**src/hw/rtl/ppm_pkg.sv**
```systemverilog
// ----------------------------------------------------------------------------
// ppm_pkg
// Shared constants and types for the pin pulse monitor.
// ----------------------------------------------------------------------------
package ppm_pkg;

	localparam int TIME_W   = 32;
	localparam int DL_W     = TIME_W + 1;
	localparam int S_DATA_W = 40;
	localparam int M_DATA_W = 8;
	localparam int CFG_IDX_W  = 2;
	localparam int CFG_DATA_W = 32;
	localparam int EVQ_DEPTH  = 4;
	localparam int EVQ_PTR_W  = 2;
	localparam int EVQ_CNT_W  = 3;
	localparam int MAX_EV     = 3;

	localparam logic [CFG_IDX_W-1:0] REG_SETTLE     = 2'd0;
	localparam logic [CFG_IDX_W-1:0] REG_LONG_PULSE = 2'd1;
	localparam logic [CFG_IDX_W-1:0] REG_ACTIVE_LOW = 2'd2;

	localparam logic [TIME_W-1:0] SETTLE_RST     = 32'd50;
	localparam logic [TIME_W-1:0] LONG_PULSE_RST = 32'd1000;

	typedef enum logic [2:0] {
		EV_TO_ACTIVE  = 3'd0,
		EV_TO_PASSIVE = 3'd1,
		EV_PULSE      = 3'd2,
		EV_LONG_START = 3'd3,
		EV_LONG_END   = 3'd4
	} event_code_t;

	typedef enum logic [3:0] {
		ST_PASSIVE   = 4'b0001,
		ST_TRANSIENT = 4'b0010,
		ST_ACTIVE    = 4'b0100,
		ST_LONG      = 4'b1000
	} monitor_state_t;

	typedef struct packed {
		event_code_t code;
		logic        last;
	} evq_entry_t;

endpackage

```
**src/hw/rtl/pin_pulse_monitor_unit.sv**
```systemverilog
// ----------------------------------------------------------------------------
// pin_pulse_monitor_unit
// Debouncer and pulse classifier for one polled pin, with an event queue.
// ----------------------------------------------------------------------------
//  channel  dir  handshake              payload
//  s_*      in   s_tvalid / s_tready    s_tdata: pin_level[0], now_ms[32:1]
//  m_*      out  m_tvalid / m_tready    m_tdata: event_code[2:0], m_tlast: last_event
//  cfg_*    in   cfg_valid / cfg_ready  cfg_index, cfg_value
//
//  A poll is registered on acceptance and classified once the queue has room,
//  which writes its zero to three events into a four-entry event queue at once.
//  Polls are taken every cycle while the queue holds at most one event after
//  the current pop; the output drains one event per cycle while m_tready is high.
//  Reset (arst_n low) sets passive state, zero deadline, empty queue.
//  cfg_ready is always high.
// ----------------------------------------------------------------------------
module pin_pulse_monitor_unit import ppm_pkg::*; (
	input  logic                  clk,
	input  logic                  arst_n,
	input  logic                  s_tvalid,
	output logic                  s_tready,
	input  logic [S_DATA_W-1:0]   s_tdata,   // pin_level, now_ms, zero pad
	output logic                  m_tvalid,
	input  logic                  m_tready,
	output logic [M_DATA_W-1:0]   m_tdata,   // event_code, zero pad
	output logic                  m_tlast,
	input  logic                  cfg_valid,
	output logic                  cfg_ready,
	input  logic [CFG_IDX_W-1:0]  cfg_index,
	input  logic [CFG_DATA_W-1:0] cfg_value
);

	logic [TIME_W-1:0] settle_q;
	logic [TIME_W-1:0] long_pulse_q;
	logic              active_low_q;

	logic              valid_s1;
	logic              pin_s1;
	logic [TIME_W-1:0] now_s1;

	monitor_state_t    state_q, state_d;
	logic [DL_W-1:0]   deadline_q, deadline_d;

	evq_entry_t           evq_q [EVQ_DEPTH];
	logic [EVQ_PTR_W-1:0] wr_ptr_q, rd_ptr_q;
	logic [EVQ_CNT_W-1:0] count_q;

	event_code_t ev_code [MAX_EV];
	logic [1:0]  ev_n;
	logic        active;
	logic [DL_W-1:0] now_ext;
	logic        pop, room, fire;

	assign cfg_ready = 1'b1;

	always_ff @(posedge clk or negedge arst_n) begin
		if (!arst_n) begin
			settle_q     <= SETTLE_RST;
			long_pulse_q <= LONG_PULSE_RST;
			active_low_q <= 1'b0;
		end else if (cfg_valid) begin
			unique case (cfg_index)
				REG_SETTLE:     settle_q     <= cfg_value[TIME_W-1:0];
				REG_LONG_PULSE: long_pulse_q <= cfg_value[TIME_W-1:0];
				REG_ACTIVE_LOW: active_low_q <= cfg_value[0];
				default: ;
			endcase
		end
	end

	assign pop      = m_tvalid && m_tready;
	assign room     = (count_q <= EVQ_CNT_W'(1)) || ((count_q == EVQ_CNT_W'(2)) && pop);
	assign fire     = valid_s1 && room;
	assign s_tready = !valid_s1 || room;

	always_ff @(posedge clk or negedge arst_n) begin
		if (!arst_n) begin
			valid_s1 <= 1'b0;
		end else if (s_tready) begin
			valid_s1 <= s_tvalid;
		end
	end

	always_ff @(posedge clk) begin
		if (s_tvalid && s_tready) begin
			pin_s1 <= s_tdata[0];
			now_s1 <= s_tdata[TIME_W:1];
		end
	end

	assign active  = pin_s1 ^ active_low_q;
	assign now_ext = {1'b0, now_s1};

	always_comb begin
		state_d    = state_q;
		deadline_d = deadline_q;
		ev_n       = 2'd0;
		ev_code[0] = EV_TO_ACTIVE;
		ev_code[1] = EV_TO_PASSIVE;
		ev_code[2] = EV_PULSE;
		unique case (state_q)
			ST_PASSIVE: begin
				if (active) begin
					state_d    = ST_TRANSIENT;
					deadline_d = now_ext + {1'b0, settle_q};
				end
			end
			ST_TRANSIENT: begin
				if (now_ext >= deadline_q) begin
					if (active) begin
						ev_n       = 2'd1;
						state_d    = ST_ACTIVE;
						deadline_d = now_ext + {1'b0, long_pulse_q};
					end else begin
						ev_n    = 2'd3;
						state_d = ST_PASSIVE;
					end
				end
			end
			ST_ACTIVE: begin
				if (deadline_q < now_ext) begin
					ev_n       = 2'd1;
					ev_code[0] = EV_LONG_START;
					state_d    = ST_LONG;
				end else if (!active) begin
					ev_n       = 2'd2;
					ev_code[0] = EV_TO_PASSIVE;
					ev_code[1] = EV_PULSE;
					state_d    = ST_PASSIVE;
				end
			end
			ST_LONG: begin
				if (!active) begin
					ev_n       = 2'd2;
					ev_code[0] = EV_TO_PASSIVE;
					ev_code[1] = EV_LONG_END;
					state_d    = ST_PASSIVE;
				end
			end
			default: ;
		endcase
	end

	always_ff @(posedge clk or negedge arst_n) begin
		if (!arst_n) begin
			state_q    <= ST_PASSIVE;
			deadline_q <= '0;
		end else if (fire) begin
			state_q    <= state_d;
			deadline_q <= deadline_d;
		end
	end

	always_ff @(posedge clk) begin
		if (fire) begin
			for (int i = 0; i < MAX_EV; i++) begin
				if (2'(i) < ev_n) begin
					evq_q[wr_ptr_q + EVQ_PTR_W'(i)] <= '{code: ev_code[i],
						last: (2'(i) == ev_n - 2'd1)};
				end
			end
		end
	end

	always_ff @(posedge clk or negedge arst_n) begin
		if (!arst_n) begin
			wr_ptr_q <= '0;
			rd_ptr_q <= '0;
			count_q  <= '0;
		end else begin
			if (fire) begin
				wr_ptr_q <= wr_ptr_q + EVQ_PTR_W'(ev_n);
			end
			if (pop) begin
				rd_ptr_q <= rd_ptr_q + EVQ_PTR_W'(1);
			end
			count_q <= count_q + (fire ? EVQ_CNT_W'(ev_n) : EVQ_CNT_W'(0))
				- (pop ? EVQ_CNT_W'(1) : EVQ_CNT_W'(0));
		end
	end

	assign m_tvalid = (count_q != '0);
	assign m_tdata  = {{(M_DATA_W-3){1'b0}}, evq_q[rd_ptr_q].code};
	assign m_tlast  = evq_q[rd_ptr_q].last;

`ifndef ASSERT_OFF
	a_count_bound: assert property (@(posedge clk) disable iff (!arst_n)
		count_q <= EVQ_CNT_W'(EVQ_DEPTH))
		else $error("event queue count out of range");

	a_no_overflow: assert property (@(posedge clk) disable iff (!arst_n)
		fire |-> ({1'b0, count_q} + {2'b0, ev_n} - {3'b0, pop}) <= 4'(EVQ_DEPTH))
		else $error("event queue overflow");

	a_end_is_last: assert property (@(posedge clk) disable iff (!arst_n)
		(m_tvalid && (m_tdata[2:0] == EV_PULSE || m_tdata[2:0] == EV_LONG_END))
		|-> m_tlast)
		else $error("pulse or long end not marked last");

	a_pop_moves: assert property (@(posedge clk) disable iff (!arst_n)
		(pop && !fire) |=> (count_q == $past(count_q) - EVQ_CNT_W'(1)))
		else $error("pop did not drain the queue");
`endif

endmodule
```
**config.mk**
```make
export PLATFORM = sky130hd
export DESIGN_NAME = pin_pulse_monitor_unit
export DESIGN_NICKNAME = d
export VERILOG_FILES = /design/src/hw/rtl/ppm_pkg.sv /design/src/hw/rtl/pin_pulse_monitor_unit.sv
export SDC_FILE = /design/constraint.sdc
export NUM_CORES = 1
export LEC_CHECK = 0
export BUFFER_PORTS_ARGS = -buffer_cell sky130_fd_sc_hd__buf_2
export CAP_MARGIN = 25
export CORE_ASPECT_RATIO = 0.7
export CORE_MARGIN = 2
export CORE_UTILIZATION = 64
export DETAILED_ROUTE_END_ITERATION = 8
export GPL_ROUTABILITY_DRIVEN = 0
export GPL_TIMING_DRIVEN = 0
export PLACE_DENSITY_LB_ADDON = 0.25
export SLEW_MARGIN = 0
export SYNTH_ARGS = -nofsm -noshare
export SYNTH_HDL_FRONTEND = slang
export SYNTH_SLANG_ARGS = --single-unit
```
**constraint.sdc**
```tcl
create_clock -name clk -period 7.2 [get_ports clk]
set_clock_uncertainty 0.1 [all_clocks]
set_input_delay 0.72 -clock clk [delete_from_list [all_inputs] [get_ports clk]]
set_output_delay 0.72 -clock clk [all_outputs]
set_load 0.02 [all_outputs]
```
* Yosys cells after proc, flatten, opt, wreduce, memory -nomap -nowiden *
Memory sizes are Yosys's and may differ from the RTL's.
Index checks and enable logic that the tools add are counted.

storage, ports and cells
  register bits after elaboration = 143
  memory bits (read-only) = 0
  memory bits (writable) = 16
  output and inout bits = 12
  latch bits = 0
  memories kept = 1
  logic and storage cells = 88

memory list
  name   depth  bits a word  read ports  clocked after Yosys merged registers in  write ports  RTL line                      RTL
  evq_q  4      4            1           0                                        3            pin_pulse_monitor_unit.sv:44  evq_entry_t evq_q [EVQ_DEPTH];

cells by class
  add/sub/neg operators = 9
  $mul = 0
  div/mod/pow operators = 0
  shift-type cells = 0
  muxes and demuxes = 31
  reduce and logical (&&, ||, !) cells = 17
  bitwise logic cells = 1
  equality and inequality tests = 12
  $lt $le $gt $ge = 6

operators with widths
  operator             count
  $mux 33              3
  $add 32x32->33       2
  $pmux 33 s2          1
  $ge 32x33->1         1
  $lt 33x32->1         1
  $mux 4               6
  $pmux 4 s4           1
  $pmux 6 s2           1
  $mux 1               10
  $mux 2               5
  $mux 3               3
  $ne 2x2->1 const B   3
  $pmux 2 s3           1
  $reduce_and 2->1     3
  $reduce_and 5->1     1
  $add 2x1->2 const B  2
  $eq 4x1->1 const B   1
  $eq 4x2->1 const B   1
  $eq 4x3->1 const B   1
  $eq 4x4->1 const B   1
  $logic_and 1x1->1    4
  $logic_not 2->1      2
  $lt 1x2->1 const A   2
  $reduce_and 4->1     1
  18 further kinds     19

* Depth between registers and ports, before layout *
  depth after elaboration = 8
  mapped depth = 18

* Least setup slack after synthesis *
OpenSTA, ideal clock, no wires.

  kind = reg2reg
  start point = register state_q[0]
  end point = register deadline_q[29]
  data required time = 6.968 ns
  path slack = 2.843 ns
  cell stages (with the launch flop) = 17
  arrival time = 4.125 ns
  path through = dfstp_2 > clkbuf_1 > nor4b_2 > clkbuf_1 > nand2_1 > nand2_1 > ha_1 > a2111o_1 > o21ai_0 > a211oi_1 > or3b_1 > a311o_1 > a21oi_1 > a21oi_1 > a211o_1 > xnor2_1 > o21ai_1

between the ends
  longest elaborated chain between the ends = 3
  elaborated cells between the ends (all ways) = 8

RTL lines
  element                                                           RTL line                       RTL
  start: declaration                                                pin_pulse_monitor_unit.sv:41   monitor_state_t state_q, state_d;
  start signal: assignment                                          pin_pulse_monitor_unit.sv:149  state_q <= state_d;
  $eq 4x2->1 or $eq 4x1->1 (tied branches)                          pin_pulse_monitor_unit.sv:101  unique case (state_q)
  $ne 2x2->1 (no source line) or $reduce_bool 2->1 (tied branches)  -
  $reduce_and 5->1 (no source line)                                 -
  end signal: assignment                                            pin_pulse_monitor_unit.sv:150  deadline_q <= deadline_d;
  end: declaration                                                  pin_pulse_monitor_unit.sv:42   logic [DL_W-1:0] deadline_q, deadline_d;

Several ways; a longest one is shown, not always the timed one.
A chain may end at the register's enable or synchronous reset.

* Final worst setup path *
  start point = register state_q[2]
  end point = register deadline_q[32]

The elaborated chain is that of the path after synthesis.

==> results.sh <==
export IMPL_hold_class="in2async"
export IMPL_period_share=0.701
export IMPL_max_stage_delay_ns=0.43
export IMPL_path_class="reg2reg"
export IMPL_postSynthCellCount=907
export IMPL_drt_iter0_drc=661
export IMPL_fp_dieW_um=146
export IMPL_dpl_hpwl_mm=14.7
export IMPL_drc=0
export IMPL_die_h_um=104
export IMPL_crit_arrival_ns=5.27
export IMPL_core_mm2=0.0139
export IMPL_cts_tree="yes"
export IMPL_nNetsFinal=1159
export IMPL_worstMarginPinSlew_ns=0.872
export IMPL_cts_root_buf="clkbuf_16"
export IMPL_synth_area_per_cell_um2=10.0
export IMPL_vias=7069
export IMPL_vias_per_cell=5.83
export IMPL_grt_pass1_vias=7004
export IMPL_rows=36
export IMPL_cts_hold_buf=0
export IMPL_grt_usage=0.286
export IMPL_slew_headroom=0.419
export IMPL_cp_max_fo=10
export IMPL_worstPathRequired_ns=7.42
export IMPL_drive_above_1_share=0.209
export IMPL_slew_violations=0
export IMPL_setup_tns_ns=0
export IMPL_rr_startpoint="state_q[2]$_DFFE_PN0P_"
export IMPL_dieArea_mm2=0.0152
export IMPL_grt_start_max_net_pins=72
export IMPL_synth_seq_area_share=0.453
export IMPL_max_freq_mhz=198
export IMPL_grt_pass1_wl_mm=34.7
export IMPL_cts_buffers=17
export IMPL_syn_area_mm2=0.00908
export IMPL_ys_types=75
export IMPL_start_util=0.654
export IMPL_crit_buf_inv=2
export IMPL_antennaDiodeCount=0
export IMPL_synth_area_leaders="dfrtp_1, edfxtp_1, ha_1"
export IMPL_synth_edf_count=37
export IMPL_grt_antenna_before_repair=0
export IMPL_critPathSlowestCell="a31oi_1"
export IMPL_synth_flop_cell="dfrtp_1"
export IMPL_cts_sinks=159
export IMPL_vdd_drop_max_mv=0.220
export IMPL_htreeDepth=4
export IMPL_path_clk_slew_ns=0.06
export IMPL_p_leak_uw=0.00481
export IMPL_ys_warnings_count=0
export IMPL_wirelength_mm=20.7
export IMPL_status="finished, final reports clean"
export IMPL_power_density_mw_per_mm2=446
export IMPL_antenna_left=0
export IMPL_startpoint="state_q[2]$_DFFE_PN0P_"
export IMPL_synth_top_cell_area_share=0.276
export IMPL_clk_latency_ns=0.43
export IMPL_area_growth_pct=13.9
export IMPL_crit_chain="clkbuf_1, nor2_1, nand3b_1, clkbuf_1, nand2_1, nand2_1, ha_1, fa_1, a21oi_1, nand4b_1, nand4_1, a31oi_1, a21oi_1, o31ai_1, a31oi_1, nor3_1, o311ai_0, o21a_1"
export IMPL_start_kind="flip-flop"
export IMPL_ys_ff_latch=159
export IMPL_first_pass_iters=5
export IMPL_crit_family="compound AO/OA/AOI/OAI gates"
export IMPL_rsz0062_at_grt="false"
export IMPL_cts_repair_resized=0
export IMPL_holdWs_ns=0.163
export IMPL_worstSetupEndpointType="flip-flop"
export IMPL_grt_overflow_total=0
export IMPL_synth_top_cell_by_area="dfrtp_1"
export IMPL_cap_violations=0
export IMPL_cts_buffer_depth=2
export IMPL_cts_setup_buffers=0
export IMPL_hold_viol=0
export IMPL_ios=91
export IMPL_port_buffer_count=77
export IMPL_async_reset_ff_frac=0.692
export IMPL_fin_crit_ns=5.05
export IMPL_setup_violations=0
export IMPL_wire_per_inst_um=17.0
[sequential cells by signal, summed over array words and instances, names as in the netlist, 2 cells and up]
name          flops
evq_q            16
wr_ptr_q          2
long_pulse_q     32
count_q           3
deadline_q       33
now_s1           32
rd_ptr_q          2
state_q           4
settle_q         32
[cells in the final DEF, fill, tap and decap left out, drive strengths merged, types with 4 or more instances in the layout]
cell type,instances
a211oi,6
a21o,14
a21oi,50
a31oi,9
and2,4
and3,5
and4,4
buf,91
clkbuf,46
clkinv,5
conb,6
dfrtp,100
dfstp,10
dfxtp,12
edfxtp,37
ha,68
inv,55
mux2,66
mux4,4
nand2,173
nand2b,8
nand3,10
nand4,9
nor2,40
nor2b,7
nor3,14
o21a,8
o21ai,55
o31ai,6
xnor2,23
xor2,14
[routing by layer]
metal	vias up	GRT usage	share of wire
li1	3400	-	-
met1	3419	0.426	0.49
met2	234	0.444	0.45
met3	16	0.0515	0.056
met4	0	0.0617	0.0077
met5	-	0	0
[synth_stat cells, types with 21 or more instances]
master / number
nand2_1: 173
dfrtp_1: 100
ha_1: 68
mux2_2: 66
inv_1: 53
a21oi_1: 47
nor2_1: 40
edfxtp_1: 37
o21ai_0: 33
clkbuf_1: 26
xnor2_1: 23
o21ai_1: 21
[kinds of logic (layout without fill, tap and decap cells)]
| kind of cell | after synthesis | after routing | synth area share |
|---|---|---|---|
| other cells | 2 | 6 | 0.000827 |
| mux | 71 | 71 | 0.0929 |
| buf+inv | 90 | 202 | 0.0402 |
| flops | 159 | 159 | 0.453 |
| simple gates | 294 | 294 | 0.147 |
| compound gates | 184 | 184 | 0.132 |
| fa+ha+maj | 70 | 70 | 0.0981 |
| xor+xnor | 37 | 37 | 0.0357 |
[where the power goes]
part / internal [uW] / leakage (uW) / switching (uW)
clock: 522 / 0.000275 / 376
sequential: 1200 / 0.00177 / 153
combinational: 956 / 0.00277 / 1410
total: 2680 / 0.00481 / 1940
[stage by stage]
stage	instances	total power, uW	setup slack [ns]	utilization	area (um^2)
after global routing	1213	4960	1.87	0.746	10300
after global placement	1178	3570	1.91	0.700	9720
after detailed placement	1181	3640	2.32	0.704	9760
after floorplan	911	3100	2.84	-	9090
final	1213	4610	2.15	0.746	10300
after CTS	1213	4580	2.25	0.746	10300
[layout make-up]
class                   count  area (um^2)
multi-input cells         662         4610
flip-flops and latches    159         4120
fillers                   979         3530
clock buffers              20          447
repair buffers             80          430
well taps                 190          238
inverters                  53          199
plain buffers              37          166
clock inverters            12          135
[worst paths after layout]
check | end | slack (ns) | depth (start not counted)
worst min-delay path | settle_q[17]$_DFFE_PN0P_ | 0.16 | 1
max in group asynchronous | settle_q[1]$_DFFE_PN1P_ | 6.07 | 2
min in group clk | evq_q[1][1]$_SDFFE_PP0P_ | 0.35 | 1
worst max-delay path | deadline_q[32]$_DFFE_PN0P_ | 2.15 | 18
worst max register to register | deadline_q[32]$_DFFE_PN0P_ | 2.15 | 18
worst min register to register | evq_q[1][1]$_SDFFE_PP0P_ | 0.35 | 1
(Power assumes the default switching activity.)
